### src/hdl/cvbu_div.sv
// Restoring unsigned divider, one quotient bit per cycle, for the normalize step.
// Standalone; the caller guarantees the quotient fits in ITER bits.
module cvbu_div #(
  parameter int NUM_W = 48,
  parameter int ITER  = 18
) (
  input  logic             clk,
  input  logic             rst_n,
  input  logic             start,
  input  logic [NUM_W-1:0] num,
  input  logic [31:0]      den,
  output logic             done,
  output logic [ITER-1:0]  quo
);

  localparam int CW = $clog2(ITER + 1);

  logic          busy_r;
  logic          done_r;
  logic [CW-1:0] cnt_r;
  logic [31:0]   rem_r;
  logic [ITER-1:0] nq_r;
  logic [32:0]   trial;
  logic          ge;

  assign trial = {rem_r, nq_r[ITER-1]};
  assign ge    = trial >= {1'b0, den};

  always_ff @(posedge clk) begin
    if (!rst_n) begin
      busy_r <= 1'b0;
      done_r <= 1'b0;
      cnt_r  <= '0;
    end else begin
      done_r <= 1'b0;
      if (start) begin
        busy_r <= 1'b1;
        cnt_r  <= '0;
      end else if (busy_r) begin
        cnt_r <= cnt_r + CW'(1);
        if (cnt_r == CW'(ITER - 1)) begin
          busy_r <= 1'b0;
          done_r <= 1'b1;
        end
      end
    end
  end

  always_ff @(posedge clk) begin
    if (start) begin
      rem_r <= 32'(num >> ITER);
      nq_r  <= num[ITER-1:0];
    end else if (busy_r) begin
      rem_r <= ge ? 32'(trial - {1'b0, den}) : trial[31:0];
      nq_r  <= {nq_r[ITER-2:0], ge};
    end
  end

  assign done = done_r;
  assign quo  = nq_r;

endmodule

### config.mk
export PLATFORM = sky130hd
export DESIGN_NAME = cvbu_div
export DESIGN_NICKNAME = d
export VERILOG_FILES = /design/src/hdl/cvbu_div.sv
export SDC_FILE = /design/constraint.sdc
export NUM_CORES = 1
export LEC_CHECK = 0
export BUFFER_PORTS_ARGS = -buffer_cell sky130_fd_sc_hd__buf_2
export CORE_AREA = 2 2 94 105
export DETAILED_ROUTE_END_ITERATION = 7
export DIE_AREA = 0 0 96 107
export GPL_ROUTABILITY_DRIVEN = 0
export HOLD_SLACK_MARGIN = 0.06
export PLACE_DENSITY = 0.82
export SLEW_MARGIN = 25
export SYNTH_ARGS = -nofsm -noshare
export SYNTH_HDL_FRONTEND = slang
export SYNTH_SLANG_ARGS = --single-unit
### constraint.sdc
create_clock -name clk -period 5.87 [get_ports clk]
set_input_delay 0.587 -clock clk [delete_from_list [all_inputs] [get_ports clk]]
set_output_delay 0.587 -clock clk [all_outputs]
set_load 0.02 [all_outputs]
==> impl_metrics.csv <==
group,metric,value,unit
global_routing,grt.overflow.total,0,
sta,hold_violations,0,
critical_path,r2r-start,"rem_r[9]",
synth,ys_seq_area_share,36.6,%
critical_path,cp_max_fo,19,
drt,first_pass_iters,4,
die,start_util,48.1,%
synth,ys.flop_type,"edfxtp_1",
synth,netlist_instances,480,
critical_path,cp-end-kind,"flip-flop",
worst_hold_path,hold_path.class,"reg -> reg",
clock_network,htreeDepth,3,
sta,setup_ws,2.40,ns
synth,synthArstFlopShare,0,%
sta,layout_min_cycle_time,3.47,ns
sta,max_freq,288,MHz
sta,tns,0,ns
drt,ant_nets,0,
run,maxCapViolCount,0,
final_layout,fillers,798,
global_routing,antenna_found_initial,0,
sta,slew_viol_final,0,
global_routing,grt_pass1_wl,17200,microns
synth,yosysWarnings,0,
worst_hold_path,holdPathStages,2,
drt,wl_per_cell,15.2,microns
clock_network,path_clk_slew,0.07,ns
clock_network,clk_path_buf_depth,2,
clock_network,numCtsBuffers,9,
drt,vias,3904,
synth,syn_area_per_cell,9.24,sq um
clock_network,cts_setup_buffers,0,
placed_design,dpl.hpwl,7910,microns
die,coreArea,0.00921,sq mm
critical_path,worstPathArrival,3.56,ns
final_layout,n_antenna_cell,0,
clock_network,ctsHoldBuffers,0,
die,fp.dieArea,0.0103,sq mm
drt,drc_errors,0,
die,pin_count,102,
placed_design,pre_cts_ws,2.11,ns
final_layout,syn_to_final_growth,18.1,%
synth,ys_types,55,
global_routing,grt_pass1_vias,3853,
critical_path,r2r_cells,10,
status,outcome,"finished clean",
worst_hold_path,worstHoldEndpoint,"rem_r[30]",
synth,synth_edf_count,48,
critical_path,critPathLaunchType,"flip-flop",
drt,drtIter0Drc,179,
power,ir_drop,0.000188,V
clock_network,cts_resized,0,
placed_design,port_buffers,101,
power,power.leakage,2.31,nW
drt,vias_per_cell,5.57,
final_layout,layout_common_cells,"buf_2 (101), a21oi_1 (52), edfxtp_1 (48), inv_1 (45), mux2_2 (37)",
worst_hold_path,hold_start,"rem_r[30]",
final_layout,nNetsFinal,697,
critical_path,path_class,"reg -> reg",
sta,rsz0062_at_grt,"no",
synth,ys_ff_latch,57,
synth,synth_fp_nets,598,
die,die_y,107,microns
critical_path,ff2ff_setup_slack,2.40,ns
die,num_rows,37,
clock_network,clockRootBuffer,"clkbuf_8",
sta,setup_viol,0,
global_routing,grt_util_all_layers,21.5,%
clock_network,clock_sinks,57,
critical_path,r2r-end,"rem_r[13]",
sta,fin_worst_skew,0.0110,ns
critical_path,cp.required,5.96,ns
sta,slew-limit-headroom,50.1,%
sta,worst_pin_slew,0.749,ns
drt,routed_wl,10700,microns
power,p_per_area,357,mW/mm^2
synth,netlist_area,0.00444,sq mm
clock_network,insertion_delay,0.34,ns
final_layout,fin_util,56.9,%
sta,holdWs,0.508,ns
sta,fin_crit_sh,59.1,%
clock_network,tritoncts,"done",
die,die_w,96,microns
final_layout,layout-drive-gt1-share,27.7,%
final_layout,final_common_cell,"buf_2",
global_routing,grt_start_max_net_pins,70,
-- state kept, by name (all words and copies together), names as in the netlist --
name and flops:
done 1, rem_r 32, cnt_r 5, quo 18, busy_r 1
-- through the flow --
step	std cells	total power, W	instance area (sq um)
final	701	0.00187	5240
after global routing	701	0.00200	5240
after CTS	701	0.00187	5240
after detailed placement	685	0.00145	5030
after global placement	685	0.00142	5030
after floorplan	480	0.00127	4440
-- worst max-delay path: stages (launching register included) --
cell      delay [ns]
edfxtp_1        0.40
ha_1            0.42
and4_1          0.26
nand3_1         0.11
nor3_1          0.31
a21oi_1         0.12
a311o_1         0.37
nand2_1         0.49
buf_4           0.37
a21oi_1         0.11
mux2_2          0.27
-- synth_stat cells, types with 2 or more instances --
cell	number	area share [%]
a2111oi_0	2	0.39
a211oi_1	2	0.34
a21boi_0	3	0.51
a21o_1	6	1.0
a21oi_1	52	5.9
a221o_1	2	0.45
a31oi_1	4	0.56
and3_1	2	0.28
buf_1	2	0.17
buf_2	5	0.56
buf_6	2	0.51
clkbuf_1	7	0.59
dfxtp_1	9	4.1
edfxtp_1	48	32
ha_1	34	9.6
inv_1	45	3.8
mux2_2	37	9.4
mux2i_1	5	1.1
nand2_1	36	3.0
nand2b_1	5	0.71
nand3_1	11	1.2
nand3b_1	3	0.51
nand4_1	5	0.71
nor2_1	35	3.0
nor2b_1	8	1.1
nor3_1	11	1.2
nor3b_1	2	0.34
o211ai_1	2	0.34
o21a_1	2	0.34
o21ai_0	24	2.7
o21ai_1	6	0.68
o21bai_1	7	1.2
o31ai_1	2	0.34
or3_1	5	0.71
xnor2_1	17	3.4
xor2_1	13	2.6
-- kinds of logic after synthesis --
| group | synth area share [%] |
|---|---|
| fa+ha+maj | 10.0 |
| xor+xnor | 5.92 |
| compound gates | 17.3 |
| flops | 36.6 |
| buf+inv | 5.64 |
| simple gates | 14.0 |
| mux | 10.5 |
-- cell type report --
cell class | count | area (sq um) | area share (%)
Tap cell | 117 | 146 | 2.79
Multi-Input combinational cell | 362 | 2560 | 48.9
Clock buffer | 10 | 128 | 2.44
Timing Repair Buffer | 104 | 528 | 10.1
Inverter | 45 | 169 | 3.22
Clock inverter | 6 | 82.6 | 1.58
Sequential cell | 57 | 1620 | 30.9
-- power breakdown --
part / internal, W / leakage, nW / switching (W) / total [W]
sequential: 0.000540 / 0.556 / 0.0000464 / 0.000586
combinational: 0.000372 / 1.65 / 0.000502 / 0.000874
clock: 0.000237 / 0.106 / 0.000171 / 0.000408
-- routing by layer --
metal / global-route usage [%] / share of wire [%]
met1: 25.7 / 43
met2: 36.9 / 48
met3: 4.43 / 5.8
met4: 9.18 / 3.3
met5: 0 / 0
-- worst max-delay path by stage --
stage	to	slack [ns]	from
finish	rem_r[13]	2.40	rem_r[9]
global route	rem_r[13]	2.02	rem_r[26]
CTS	rem_r[3]	2.42	rem_r[26]
detailed placement	rem_r[3]	2.11	den[27]
global placement	rem_r[25]	2.21	den[10]
floorplan	rem_r[26]	2.84	den[0]
(Power assumes the default switching activity.)
