`config.mk`:
```
export PLATFORM = sky130hd
export DESIGN_NAME = cvbu_mul
export DESIGN_NICKNAME = d
export VERILOG_FILES = /design/src/hdl/cvbu_pkg.sv /design/src/hdl/cvbu_mul.sv
export SDC_FILE = /design/constraint.sdc
export NUM_CORES = 2
export LEC_CHECK = 0
export BUFFER_PORTS_ARGS = -buffer_cell sky130_fd_sc_hd__buf_2
export CAP_MARGIN = 10
export CORE_ASPECT_RATIO = 2
export CORE_MARGIN = 8
export CORE_UTILIZATION = 35
export DETAILED_ROUTE_END_ITERATION = 10
export GPL_TIMING_DRIVEN = 0
export PLACE_DENSITY = 0.47
export SLEW_MARGIN = 15
export SYNTH_ARGS = -nofsm -noshare
export SYNTH_HDL_FRONTEND = slang
export SYNTH_SLANG_ARGS = --single-unit
```
`constraint.sdc`:
```
create_clock -name clk -period 10.54 [get_ports clk]
set_clock_uncertainty 0.05 [all_clocks]
set_input_delay 0 -clock clk [delete_from_list [all_inputs] [get_ports clk]]
set_output_delay 0 -clock clk [all_outputs]
set_load 0.03 [all_outputs]
```
`src/hdl/cvbu_pkg.sv`:
```
// Shared widths, angle constants and the arctangent table for the camera view basis block.
// No dependencies; the top level and cvbu_mul refer to it by scoped names.
package cvbu_pkg;

  localparam int FRAC_BITS_DEF  = 16;
  localparam int TRIG_STEPS_DEF = 16;
  localparam int ANG_FRAC       = 24;

  localparam int OPW = 33;
  localparam int PRW = 2 * OPW;

  function automatic logic [30:0] atan_deg_q24(input logic [4:0] idx);
    case (idx)
      5'd0:  return 31'd754974720;
      5'd1:  return 31'd445687602;
      5'd2:  return 31'd235489089;
      5'd3:  return 31'd119537938;
      5'd4:  return 31'd60000934;
      5'd5:  return 31'd30029717;
      5'd6:  return 31'd15018523;
      5'd7:  return 31'd7509719;
      5'd8:  return 31'd3754917;
      5'd9:  return 31'd1877466;
      5'd10: return 31'd938734;
      5'd11: return 31'd469367;
      5'd12: return 31'd234684;
      5'd13: return 31'd117342;
      5'd14: return 31'd58671;
      5'd15: return 31'd29336;
      5'd16: return 31'd14668;
      5'd17: return 31'd7334;
      5'd18: return 31'd3667;
      5'd19: return 31'd1833;
      5'd20: return 31'd917;
      5'd21: return 31'd458;
      5'd22: return 31'd229;
      5'd23: return 31'd115;
      default: return 31'd0;
    endcase
  endfunction

endpackage

```
`src/hdl/cvbu_mul.sv`:
```
// Shared signed multiplier with a registered product.
// Depends on cvbu_pkg for operand and product widths.
module cvbu_mul (
  input  logic                             clk,
  input  logic signed [cvbu_pkg::OPW-1:0]  op_a,
  input  logic signed [cvbu_pkg::OPW-1:0]  op_b,
  output logic signed [cvbu_pkg::PRW-1:0]  prod
);

  logic signed [cvbu_pkg::PRW-1:0] prod_r;

  always_ff @(posedge clk) begin
    prod_r <= op_a * op_b;
  end

  assign prod = prod_r;

endmodule

```
==> results.md <==
- The die covers about 130000 um^2.
- The number of H-tree branching levels is 3.
- The worst hold path terminates at prod[1].
- The cell depth of the worst min-delay path is 3.
- Counting every net in the synthesized netlist gives around 5800.
- Before antenna repair, the detailed router went through 5 iterations.
- The die span in y is 498.5 um.
- Global routing used 25.77% of the available tracks across all layers.
- By startpoint and endpoint, the worst setup path is classified as in2reg.
- The fill cell instance count of the final layout is roughly 12000.
- The Yosys warning count is 0.
- Counting every instance in the synthesized netlist gives approximately 4300.
- Counting both buffers and inverters, the worst setup path holds a total of 8.
- The cell that appears most often on the critical path is sky130_fd_sc_hd__fa_1.
- The tool flagged a number of max-cap violations equal to 0.
- The number of buffers added by the clock tree synthesis step is 9.
- The core outline area is around 120000 um^2.
- The clock root buffer is sky130_fd_sc_hd__clkbuf_16.
- The count of buffers added by post-CTS timing repair for setup is 0.
- The count of cell types in the netlist is 80.
- The summed instance area of the synthesized netlist is around 40000 um^2.
- Dividing the detail-routed via count by the number of cells gives around 5.
- The slowest stage of the critical path belongs to the cell sky130_fd_sc_hd__fa_2.
- The flow ran to the end, and the final reports show no timing, DRC or antenna violations.
- Dividing the final minimum period by the clock period gives a little under nine tenths.
- For this run, the slowest stage of the critical path takes 0.94 ns.
- The total count of max-transition violations in the final report came to 0.
- Once detail routing completed, the nets flagged for antenna violations numbered 0.
- In this run the most critical hold path is launched from op_a[1].
- The total vias in the final route is approximately 30000.
- Across the whole layout, storage elements account for 1321 um^2.
- Compared with the post-synthesis result, the final layout area differs by 7.200%.
- For the worst setup path, the data arrival time is 9.33 ns.
- The total wire length is roughly 160 mm.
- The number of port buffers is ~130.
- In this run, the number of DRC markers left after iteration 0 of detailed routing was a little under 2000.
- The number of global-route vias before repair is 33910.
- The standard-cell row count is about 180.
- The worst hold-check path type is in2reg.
- Grouping stages by cell kind, the critical path spends the most delay in adder cells.
- For the worst setup path, the data required time is between 10 and 15 ns.
- STA classifies the critical path endpoint as a flop.
- Pin placement for this block handled approximately 130 I/O pins.
- In the final timing run, aggregate negative setup slack is 0 ns.
- After layout, the worst setup slack is 1.456 ns.
- The slew at the pin closest to its max-slew limit is 1.250 ns.
- The mean instance size in the synthesized netlist is between 9 and 10 um^2.
- The HPWL reported at the end of detailed placement is 144.9 mm.
- The register area share after synthesis is approximately 3.2%.
- The relative slew slack is around 17%.
- In the final design database the tool counted between 5000 and 6000 nets.
- The maximum frequency from static timing analysis is between 0.1 and 0.15 GHz.
- The fraction of final layout cells with drive strength greater than 1 is under 10%.
- The maximum fanout count along the critical path is 17.
- The number of synthesized register bits is 66.
- The most common cell after layout, fill and taps aside is sky130_fd_sc_hd__fa_1.
- The final number of setup-violating endpoints is 0.
- In the layout the commonest cells are 1143 x sky130_fd_sc_hd__fa_1, 1131 x sky130_fd_sc_hd__inv_1, 562 x sky130_fd_sc_hd__and2_1, 551 x sky130_fd_sc_hd__nand2_1, 217 x sky130_fd_sc_hd__ha_1.
- Summed over all layers, the global routing overflow is 0.
- The main flop type after synthesis is sky130_fd_sc_hd__dfxtp_1.
- Prior to clock tree synthesis, the placed netlist has a worst setup slack of around 1.0 ns.
- The sink count of the clock tree is 66.
- In this run, synthesis inferred 0 flip-flops with an integrated enable.
- The combined area of the multi-input logic cells is 34320 um^2.
- The clock slew seen by the registers of the worst setup and hold paths is ~0.070 ns.
- The number of antenna violations at the first check in global routing is 31.
- The initial utilization of the core area, before any placement, comes to a little over a third.
- The first-pass GRT wire length is 238.9 mm.
- The worst setup path is launched from an input port.
- The clock tree buffer depth is 2.
- Entering global routing, the biggest net connects 27 pins.
- The number of flip-flops under the largest register name is between 60 and 70.
- The final weighted congestion in routability-driven placement is ~0.99.
- After detailed routing, the number of remaining DRC violations is 0.
- The share of async-settable or async-resettable flops after synthesis is 0%.
- From left edge to right edge, the die measures ~260 um.
- Setup repair after global routing left no endpoint under its margin.
- The number of endpoints with negative hold slack in the final report is 0.
- The clock period minus final worst setup slack is between 9 and 10 ns.
- TritonCTS built the clock tree.
- The routed length per placed instance is 26.75 um.
-- per-stage QoR --
step / hold slack (ns) / cell area [um^2] / std cells / utilization (%)
2_1_floorplan: 0.07729 / 40730 / 4338 / -
3_3_place_gp: 0.3905 / 43300 / 5991 / 37.38
3_5_place_dp: 0.3875 / 43310 / 5991 / 37.39
4_1_cts: 0.2142 / 43640 / 6008 / 37.68
5_1_grt: 0.2606 / 43650 / 6010 / 37.68
6_report: 0.2125 / 43670 / 6018 / 37.70
-- layout make-up --
| type | instances | area share, % |
|---|---|---|
| clock inverters | 7 | 0.2292 |
| clock buffers | 9 | 0.5158 |
| inverters | 1131 | 9.722 |
| repair buffers | 133 | 1.536 |
| well taps | 1521 | 4.358 |
| multi-input cells | 2920 | 78.60 |
| flip-flops and latches | 66 | 3.026 |
| diodes | 10 | 0.05731 |
| plain buffers | 221 | 1.957 |
-- Yosys cell counts (36+ instances only) --
library cell               count  area, um^2
sky130_fd_sc_hd__xnor2_1      43       376.6
sky130_fd_sc_hd__nor2_1       68       255.2
sky130_fd_sc_hd__fa_1       1145       22920
sky130_fd_sc_hd__ha_1        217        2715
sky130_fd_sc_hd__a21oi_1      57       285.3
sky130_fd_sc_hd__nand2_1     551        2068
sky130_fd_sc_hd__clkbuf_1    208       780.8
sky130_fd_sc_hd__dfxtp_1      66        1321
sky130_fd_sc_hd__a21o_1       36       270.3
sky130_fd_sc_hd__and2_1      562        3516
sky130_fd_sc_hd__inv_1      1131        4245
-- worst max-delay path by stage --
stage          slack, ns       end  startpoint  depth (start not counted)
6_report            1.46  prod[58]    op_a[32]                         26
5_1_grt             1.14  prod[58]    op_a[32]                         24
4_1_cts             1.43  prod[58]    op_a[32]                         26
3_5_place_dp        1.03  prod[58]    op_a[32]                         26
3_3_place_gp        0.51  prod[58]    op_a[32]                         24
2_1_floorplan       3.25  prod[62]    op_a[32]                         23
-- routing by layer --
layer  track usage [%]  vias to the layer above  share of wire [%]
met1             32.78                    16200                 40
li1                  -                    12640                  -
met5                 0                        -              0.091
met4             9.453                       24                4.2
met2             43.29                      978                 49
met3             4.932                      246                6.5
-- cells by family after synthesis --
kind of cell | count (synthesis) | share of synthesized area [%]
simple gates | 1271 | 15.78
fa+ha+maj | 1362 | 62.94
xor+xnor | 68 | 1.462
flops | 66 | 3.244
buf+inv | 1352 | 12.51
compound gates | 219 | 4.067
-- what timing repair did --
item | 4_1_cts | 5_1_grt
hold endpoints to repair | 1 | 0
resized for setup | 0 | 0
hold buffers | 1 | 0
Power is left out: the tool's default activity adds up to more than one toggle a clock period on the data nets, which glitch-free logic cannot reach.
