**src/hdl/cvbu_sqrt.sv**
```systemverilog
// Integer square root, two radicand bits per cycle.
// Standalone; used for the vector length in the normalize step.
module cvbu_sqrt (
  input  logic        clk,
  input  logic        rst_n,
  input  logic        start,
  input  logic [63:0] rad,
  output logic        done,
  output logic [31:0] root
);

  logic        busy_r;
  logic        done_r;
  logic [4:0]  cnt_r;
  logic [63:0] x_r;
  logic [63:0] res_r;
  logic [63:0] bit_r;
  logic [63:0] trial;

  assign trial = res_r + bit_r;

  always_ff @(posedge clk) begin
    if (!rst_n) begin
      busy_r <= 1'b0;
      done_r <= 1'b0;
      cnt_r  <= '0;
    end else begin
      done_r <= 1'b0;
      if (start) begin
        busy_r <= 1'b1;
        cnt_r  <= '0;
      end else if (busy_r) begin
        cnt_r <= cnt_r + 5'd1;
        if (cnt_r == 5'd31) begin
          busy_r <= 1'b0;
          done_r <= 1'b1;
        end
      end
    end
  end

  always_ff @(posedge clk) begin
    if (start) begin
      x_r   <= rad;
      res_r <= '0;
      bit_r <= 64'h4000_0000_0000_0000;
    end else if (busy_r) begin
      if (x_r >= trial) begin
        x_r   <= x_r - trial;
        res_r <= (res_r >> 1) + bit_r;
      end else begin
        res_r <= res_r >> 1;
      end
      bit_r <= bit_r >> 2;
    end
  end

  assign done = done_r;
  assign root = res_r[31:0];

endmodule
```
**config.mk**
```make
export PLATFORM = sky130hd
export DESIGN_NAME = cvbu_sqrt
export DESIGN_NICKNAME = d
export VERILOG_FILES = /design/src/hdl/cvbu_sqrt.sv
export SDC_FILE = /design/constraint.sdc
export NUM_CORES = 1
export LEC_CHECK = 0
export BUFFER_PORTS_ARGS = -buffer_cell sky130_fd_sc_hd__buf_2
export CAP_MARGIN = 10
export CORE_UTILIZATION = 55
export CTS_CLUSTER_DIAMETER = 60
export DETAILED_ROUTE_END_ITERATION = 10
export GPL_ROUTABILITY_DRIVEN = 0
export PLACE_DENSITY = 0.79
export REMOVE_ABC_BUFFERS = 1
export SYNTH_ARGS = -nofsm -noshare
export SYNTH_HDL_FRONTEND = slang
export SYNTH_SLANG_ARGS = --single-unit
```
**constraint.sdc**
```tcl
create_clock -name clk -period 17.6 [get_ports clk]
set_input_delay 1.76 -clock clk [delete_from_list [all_inputs] [get_ports clk]]
set_output_delay 1.76 -clock clk [all_outputs]
set_load 0.005 [all_outputs]
```
==> results.md, run 1 <==
- Req. time, crit path: 17.95 ns
- Register bit total from synthesis: 167
- CTS tree: built
- Initial Util: 56.4%
- Dpl ws: 11.07 ns
- Number of global-route vias before repair: 14200
- Grt ovf: 0
- ANT cells: 0
- Setup Crit Path Kind: flop to flop
- Setup Fix Bufs, Post-CTS: 0
- Clock skew: 0.0169 ns
- Startpoint types: flop
- Final wirelength: 44000 µm
- Buffers on Ports: 99
- CTS buffer count: 17
- Internal: 1130 µW
- Asr flop ratio synth: 0%
- # hold bufs at CTS: 0
- Number of synthesized flops with an enable pin: 64
- Clk pwr share: 18.7%
- Max H-tree Level: 4
- Global Route Usage Sum: 30.2%
- YS warnings: 0
- Share of cells above drive strength 1: 9.79%
- Routing usage on met3: 5.20%
- Later-pin clock latency in the skew report: 0.46 ns
- Critical path capture point type: flop
- Comb pwr share: 53.1%
- DR vias: 15400
- Gate Count Post-Synth: 2021
- Post-layout nets: 2200
- Register area share after synthesis: 25.2%
- Outcome: finished, final reports clean
- Largest net degree at the start of global routing: 134
- GRT met1 Usage: 41.8%
- Antenna viol nets, final: 0
- Die W: 172 µm
- Class of the worst hold path: flop to flop
- Switching pwr: 937 µW
- Most common cell after layout, fill and taps aside: nand2_1
- Filler cells: 2545
- Final Hold Vio Count: 0
- Met2 GRT Util: 46.8%
- DR WL/cell: 18.4 µm
- Initial antenna violation count: 0
- FF+latch area: 3990 µm²
- Critical path data arrival time: 7.07 ns
- Netlist cell types: 86
- Post-DP HPWL: 32600 µm
- Final setup fails: 0
- Vias per cell: 6.44
- Sequential share of power: 28.1%
- Leak: 0.00650 µW
- Setup WS post-layout: 10.88 ns
- TritonRoute pass-1 iters: 6
- Core ar.: 28100 µm²
- Clk sink count: 167
- Number of DRC markers in iteration 0: 1830
- Top FF cell, synth: dfxtp_1
- Worst-path maximum fanout: 63
- CTS root buffer: clkbuf_16
- Cell Pwr Density: 123 nW/µm²
- Commonest non-fill, non-tap cells in the layout: 253 x nand2_1, 206 x nor2_1, 156 x o21ai_0, 135 x a21oi_1, 132 x ha_1
- Clock transition at path regs: 0.08 ns
- Slew @ Worst Pin: 0.995 ns
- RSZ-0062 raised after global routing: false
- First-pass GRT wire length: 71100 µm
- Mean cell area of the mapped netlist: 7.84 µm²
- Rows: 61
- Clock Tree Buf Depth: 2
- Drt drc: 0
- Area of the multi-input gates: 11000 µm²
- Resized Gates After CTS: 0
- Setup_tns: 0 ns
- Fmax: 149 MHz
- Final Slew Violations: 0
- Top Ports: 100
- Area Growth Syn to Fin: 5.93%
- Die Y: 172 µm
- Post-Synthesis Cell Area: 15800 µm²
- Max Cap Viol: 0
- Worst slew margin: 33.7%
- Crit share post-route: 38.2%
- Die ar.: 29500 µm²
- Fin crit period: 6.72 ns
- Sw frac: 45.3%
- VDD IR-drop max: 0.0704 mV
- Busiest layer in global routing: met2
==> registers in the layout (all words and copies together) (netlist names) <==
name,flops
done,1
res_r,64
x_r,64
cnt_r,5
bit_r,32
busy_r,1
==> per-layer routing <==
layer  vias up  wire, µm
li1       7431         -
met1      7172     19900
met2       695     19300
met3        91      3540
met4         0      1190
met5         -         0
==> logic make-up after synthesis <==
kind of cell    count (synthesis)  synth area share (%)
compound gates                679                  28.7
xor+xnor                      149                  8.24
fa+ha+maj                     133                  10.6
buf+inv                       180                  5.21
flops                         167                  25.2
mux                            51                  3.28
simple gates                  662                  18.8
==> Yosys cell counts (25+ instances only) <==
master	count	share of area (%)
xnor2_1	83	4.6
mux2i_1	44	2.8
dfxtp_1	103	13
ha_1	132	10
edfxtp_1	64	12
nor2_1	206	4.9
nand2_1	254	6.0
clkbuf_1	92	2.2
nand3_1	30	0.95
or3_1	25	0.99
a211oi_1	26	1.2
a31oi_1	63	2.5
o21ai_0	156	4.9
a21o_1	55	2.6
a311oi_1	36	2.0
buf_4	36	1.7
a21oi_1	135	4.3
inv_1	34	0.81
o21bai_1	38	1.8
xor2_1	66	3.7
nand4_1	37	1.5
==> critical path, stage by stage, from the launching register on <==
cell      delay, ns
dfxtp_1        0.42
ha_1           0.30
a31o_2         0.29
a31oi_4        0.23
o21ai_2        0.14
a311oi_2       0.47
nor2_1         0.07
nor2_1         0.21
o21bai_1       0.13
a31oi_1        0.21
xor2_1         0.22
ha_1           0.33
a21oi_1        0.22
o21ai_0        0.14
a211oi_1       0.45
o21ai_0        0.18
a21oi_1        0.17
a21oi_1        0.13
o211ai_2       0.77
and2_2         0.46
buf_4          0.54
o21ai_0        0.19
a311oi_1       0.30
==> per-stage QoR <==
step | util (%) | instance area, µm² | std cells | hold WS [ns] | total power [µW]
after detailed placement | 57.6 | 16200 | 2359 | 0.507 | 1650
after global routing | 59.7 | 16800 | 2391 | 0.551 | 2210
after CTS | 59.7 | 16800 | 2391 | 0.525 | 2050
after global placement | 57.6 | 16200 | 2359 | 0.483 | 1620
final | 59.7 | 16800 | 2391 | 0.516 | 2070
after floorplan | - | 15100 | 1876 | 0.467 | 1390
==> cell type report <==
cell class                      count  area share [%]
Sequential cell                   167            23.8
Inverter                           35           0.783
Clock inverter                     15            1.07
Timing Repair Buffer              105            3.26
Multi-Input combinational cell   1674            65.8
Clock buffer                       17            2.54
Tap cell                          378            2.82
==> worst paths after layout <==
check,start,endpoint,slack [ns],depth (start not counted)
hold reg to reg,cnt_r[4],cnt_r[4],0.52,2
hold / removal,cnt_r[4],cnt_r[4],0.52,2
setup / recovery,res_r[2],res_r[5],10.88,22
setup reg to reg,res_r[2],res_r[5],10.88,22
==> power groups by stage <==
stage	clock network [µW]	logic [µW]	registers (µW)
2_1_floorplan	0	825	561
3_3_place_gp	0	1040	584
3_5_place_dp	0	1070	582
4_1_cts	392	1080	579
5_1_grt	406	1210	591
6_report	388	1100	582
No activity file was read; power rests on OpenSTA's default activity.
==> run 2: changes to the inputs <==
PLACE_DENSITY = 0.82   (was 0.79)
clock period = 5.5 ns   (was 17.6 ns; I/O delays follow)
==> run 2 against run 1 <==
Compared with the run above: critical path type unchanged; final cell count is 2.4% higher; via count rose by 3.2%; first-iteration DRC count grew 14%; critical endpoint is now x_r[20]; count of clock-buffer cells in the layout increased by 7; maximum frequency grew 23%; global-route usage rose by 0.36 points; die area unchanged.
==> results.md, run 2 (synthesized netlist as in run 1, its figures left out) <==
- Outcome: finished, final reports clean
- Setup Crit Path Kind: flop to flop
- ANT cells: 0
- Final Slew Violations: 0
- Final Hold Vio Count: 0
- Top flop regs: res_r (64), x_r (64), bit_r (32)
- Internal: 3960 µW
- CTS tree: built
- Largest net degree at the start of global routing: 105
- DR WL/cell: 18.9 µm
- Sw frac: 43.6%
- Setup_tns: 0 ns
- Clock skew: 0.0133 ns
- Worst path max stage delay: 0.39 ns
- Buffers on Ports: 99
- Reg2Reg Setup Slack: 0.03 ns
- Slew @ Worst Pin: 0.954 ns
- Overall power: 7010 µW
- Grt ovf: 0
- Antenna viol nets, final: 0
- Finished Core Util: 62.4%
- Crit share post-route: 99.5%
- Die W: 172 µm
- First-pass GRT wire length: 72000 µm
- CP top delay family: compound AO/OA/AOI/OAI gates
- CTS buffer count: 17
- Later-pin clock latency in the skew report: 0.45 ns
- Non-Filler Instances: 2448
- Vias per cell: 6.48
- Worst-path maximum fanout: 14
- Worst-path cell chain: ha_1, a31o_2, a31oi_4, o21ai_4, a311oi_4, nor2_1, nor2_2, o41a_1, a211oi_2, a31oi_1, xor2_1, ha_2, a21o_1, o21bai_1, a21oi_1, nor2_1, nor2_1, o21ai_1, a221oi_2, buf_4, nand2_1, nand2_2, nand2_8, clkbuf_16
- Hold Crit Start: rst_n
- Post-DP HPWL: 33900 µm
- Max Cap Viol: 0
- Switching pwr: 3060 µW
- Hold Path Stages: 2
- # hold bufs at CTS: 0
- Clk pwr share: 18.2%
- Final setup fails: 0
- Clk sink count: 167
- RR Startpoint: bit_r[2]
- Reg2reg path depth: 24
- DR vias: 15900
- Hold Path Sink: busy_r
- Worst slew margin: 36.4%
- Global Route Usage Sum: 30.6%
- Startpoint types: flop
- Critical path capture point type: flop
- Fmax: 183 MHz
- Share of cells above drive strength 1: 13.7%
- Leak: 0.00688 µW
- Initial antenna violation count: 0
- R2r endpoint: x_r[20]
- Highest-delay cell along the critical path: a221oi_2
- Max H-tree Level: 4
- Cell count along the critical path: 24
- CTS root buffer: clkbuf_16
- Clock Tree Buf Depth: 2
- Top Ports: 100
- Cell Pwr Density: 400 nW/µm²
- Initial Util: 56.4%
- Clock transition at path regs: 0.07 ns
- Class of the worst hold path: primary input to flop
- VDD IR-drop max: 0.252 mV
- Drt drc: 0
- Final wirelength: 46300 µm
- Number of DRC markers in iteration 0: 2085
- TritonRoute pass-1 iters: 8
- Comb pwr share: 55.6%
- Rows: 61
- Commonest non-fill, non-tap cells in the layout: 252 x nand2_1, 205 x nor2_1, 153 x o21ai_0, 132 x a21oi_1, 127 x ha_1
- Fin crit period: 5.47 ns
- Sequential share of power: 26.2%
- Number of global-route vias before repair: 14500
- Critical path data arrival time: 5.67 ns
- Core ar.: 28100 µm²
- Die Y: 172 µm
- Dpl cells: 2403
- Post-layout nets: 2257
- Cell mode on critical path: nor2_1
- Area Growth Syn to Fin: 10.6%
- CP Buf/Inv Count: 2
- Die ar.: 29500 µm²
- Most common cell after layout, fill and taps aside: nand2_1
- Req. time, crit path: 5.70 ns
-- run 2: changes by cell type in the layout (fill, tap and decap cells not counted), sizes merged --
cell	change
buf	+55
clkbuf	+9
clkinv	-1
bufinv	+1
clkinvlp	-1
inv	-6
-- run 2: how the worst max path moves through the flow --
| stage | startpoint | to | slack [ns] |
|---|---|---|---|
| 6_report | bit_r[2] | x_r[20] | 0.03 |
| 5_1_grt | bit_r[30] | x_r[20] | -0.17 |
| 4_1_cts | res_r[0] | res_r[53] | 0.006 |
| 3_5_place_dp | bit_r[0] | res_r[3] | -0.09 |
| 3_3_place_gp | bit_r[0] | res_r[3] | 0.12 |
| 2_1_floorplan | res_r[2] | x_r[0] | -1.56 |
-- run 2: cell type report --
class / instances / area, µm²
Sequential cell: 167 / 3990
Clock buffer: 24 / 534
Timing Repair Buffer: 162 / 1080
Clock inverter: 8 / 80.1
Multi-Input combinational cell: 1674 / 11200
Inverter: 35 / 131
Tap cell: 378 / 473
Fill cell: 2389 / 10600
-- run 2: power groups by stage --
stage | Clock [µW] | Sequential [µW] | Combinational (µW)
2_1_floorplan | 0 | 1790 | 2640
3_3_place_gp | 0 | 1840 | 3530
3_5_place_dp | 0 | 1830 | 3650
4_1_cts | 1270 | 1820 | 3690
5_1_grt | 1320 | 1860 | 4260
6_report | 1280 | 1840 | 3900
-- run 2: timing repair --
item	4_1_cts	5_1_grt
cloned	0	3
endpoints found under the setup margin	91	146
gates resized for setup	4	41
buffers inserted	3	7
pin swaps	3	14
-- run 2: metal layers --
| metal | part of all wire [%] | global-route usage, % |
|---|---|---|
| met1 | 42 | 41.3 |
| met4 | 3.7 | 14.8 |
| met5 | 0 | 0 |
| met3 | 9.6 | 4.72 |
| met2 | 44 | 47.5 |
-- run 2: metrics by stage --
stage               setup WS [ns]  hold WS [ns]  area, µm²
floorplan                   -1.56         0.467      15100
global placement            0.122         0.484      16600
detailed placement        -0.0875         0.502      16600
CTS                       0.00555         0.326      17200
global route               -0.166         0.333      17500
finish                     0.0288         0.324      17500
==> run 3: changes to the inputs <==
CORE_UTILIZATION = 57   (was 55)
CTS_CLUSTER_DIAMETER = not set   (was 60)
PLACE_DENSITY = 0.85   (was 0.82)
SLEW_MARGIN = 20   (was not set)
==> run 3 against run 2 <==
Compared with the run above: clock power barely moved; combinational power rose by 2%; worst setup slack improved by 0.060 ns; maximum frequency rose by 1.1%; first-iteration DRC count rose by 17%; largest power group unchanged; sequential power barely moved.
==> results.md, run 3 (synthesized netlist as in run 1, its figures left out) <==
- Fmax: 185 MHz
- Initial Util: 58.4%
- Overall power: 7120 µW
- Dpl cells: 2408
- Core ar.: 27100 µm²
- DR vias: 16300
- Worst path max stage delay: 0.45 ns
- Initial antenna violation count: 0
- Share of cells above drive strength 1: 14.2%
- Slew @ Worst Pin: 0.937 ns
- Die ar.: 28500 µm²
- CP top delay family: compound AO/OA/AOI/OAI gates
- Area Growth Syn to Fin: 11.2%
- Cell mode on critical path: ha_1
- Global Route Usage Sum: 31.6%
- Most common cell after layout, fill and taps aside: nand2_1
- Commonest non-fill, non-tap cells in the layout: 253 x nand2_1, 205 x nor2_1, 153 x o21ai_0, 132 x a21oi_1, 130 x ha_1
- Worst-path cell chain: ha_1, ha_1, a21o_1, a31o_2, a31oi_4, o21ai_4, a31oi_4, a21oi_2, o21ai_2, a211oi_2, buf_4, mux2i_1, a211o_1, ha_1, nand4_1, or3_1, nor3_4, a221oi_2, buf_4, and2_4, clkbuf_16, or3_1, a311oi_1
- Final setup fails: 0
- Drt drc: 0
- Final wirelength: 47000 µm
- Rows: 60
- Critical path data arrival time: 5.77 ns
- Number of DRC markers in iteration 0: 2446
- Worst-path maximum fanout: 15
- Final Slew Violations: 0
- Die W: 169 µm
- Leak: 0.00693 µW
- Post-layout nets: 2268
- CTS buffer count: 17
- Critical path capture point type: flop
- Clock skew: 0.0194 ns
- CP Buf/Inv Count: 3
- Startpoint types: flop
- Non-Filler Instances: 2453
- VDD IR-drop max: 0.239 mV
- Largest net degree at the start of global routing: 93
- Die Y: 169 µm
- Req. time, crit path: 5.86 ns
- Setup Crit Path Kind: flop to flop
- Later-pin clock latency in the skew report: 0.46 ns
- Vias per cell: 6.63
- Number of global-route vias before repair: 14900
- Fin crit period: 5.41 ns
- CTS root buffer: clkbuf_16
- Class of the worst hold path: primary input to flop
- Final Hold Vio Count: 0
- Antenna viol nets, final: 0
- Max Cap Viol: 0
- Max H-tree Level: 4
- Worst slew margin: 37.5%
- First-pass GRT wire length: 73300 µm
- Top flop regs: res_r (64), x_r (64), bit_r (32)
- Finished Core Util: 65.0%
- TritonRoute pass-1 iters: 8
- Clock transition at path regs: 0.08 ns
- Post-DP HPWL: 34000 µm
- ANT cells: 0
- Top Ports: 100
- DR WL/cell: 19.2 µm
- Grt ovf: 0
- Crit share post-route: 98.4%
- Highest-delay cell along the critical path: or3_1
- Buffers on Ports: 99
- Hold WS: 0.309 ns
- CTS tree: built
- Clock Tree Buf Depth: 2
- Outcome: finished, final reports clean
- Dpl ws: -0.00263 ns
- Clk sink count: 167
- Cell Pwr Density: 404 nW/µm²
- Setup WS post-layout: 0.0885 ns
## run 3: final cells by class
class	count	area [µm²]
Clock buffer	20	458
Clock inverter	12	158
Fill cell	2130	9490
Inverter	35	131
Multi-Input combinational cell	1674	11300
Sequential cell	167	3990
Tap cell	372	465
Timing Repair Buffer	173	1140
## run 3: path summary, 6_finish.rpt
path                            slack [ns]     start  cells after the start        end
worst max-delay path                  0.09  res_r[0]                     23  res_r[55]
worst min-delay path                  0.31     rst_n                      2     busy_r
worst max register to register        0.09  res_r[0]                     23  res_r[55]
worst min register to register        0.52  cnt_r[3]                      2   cnt_r[3]
## run 3: power breakdown
| part | total, µW | internal [µW] | switching, µW |
|---|---|---|---|
| clock | 1300 | 714 | 591 |
| combinational | 3980 | 1620 | 2360 |
| sequential | 1830 | 1620 | 214 |
| total | 7120 | 3960 | 3160 |
## run 3: routing by layer
layer	GRT usage (%)	share of wire, %	vias to the layer above
li1	-	-	7545
met1	42.8	42	7558
met2	50.0	45	979
met3	4.96	9.1	171
met4	13.6	4.0	0
met5	0	0	-
## run 3: timing repair
action	4_1_cts	5_1_grt
endpoints found under the setup margin	21	139
pin swaps	1	21
endpoints found under the hold margin	0	0
hold buffers	0	0
buffers inserted	0	11
gates cloned	0	2
resized for setup	2	46
## run 3: metrics by stage
step	TNS [ns]	area, µm²
after floorplan	-129.96	15100
after global placement	0	16600
after detailed placement	-0.00376	16600
after CTS	0	17200
after global routing	-6.09	17600
final	0	17600
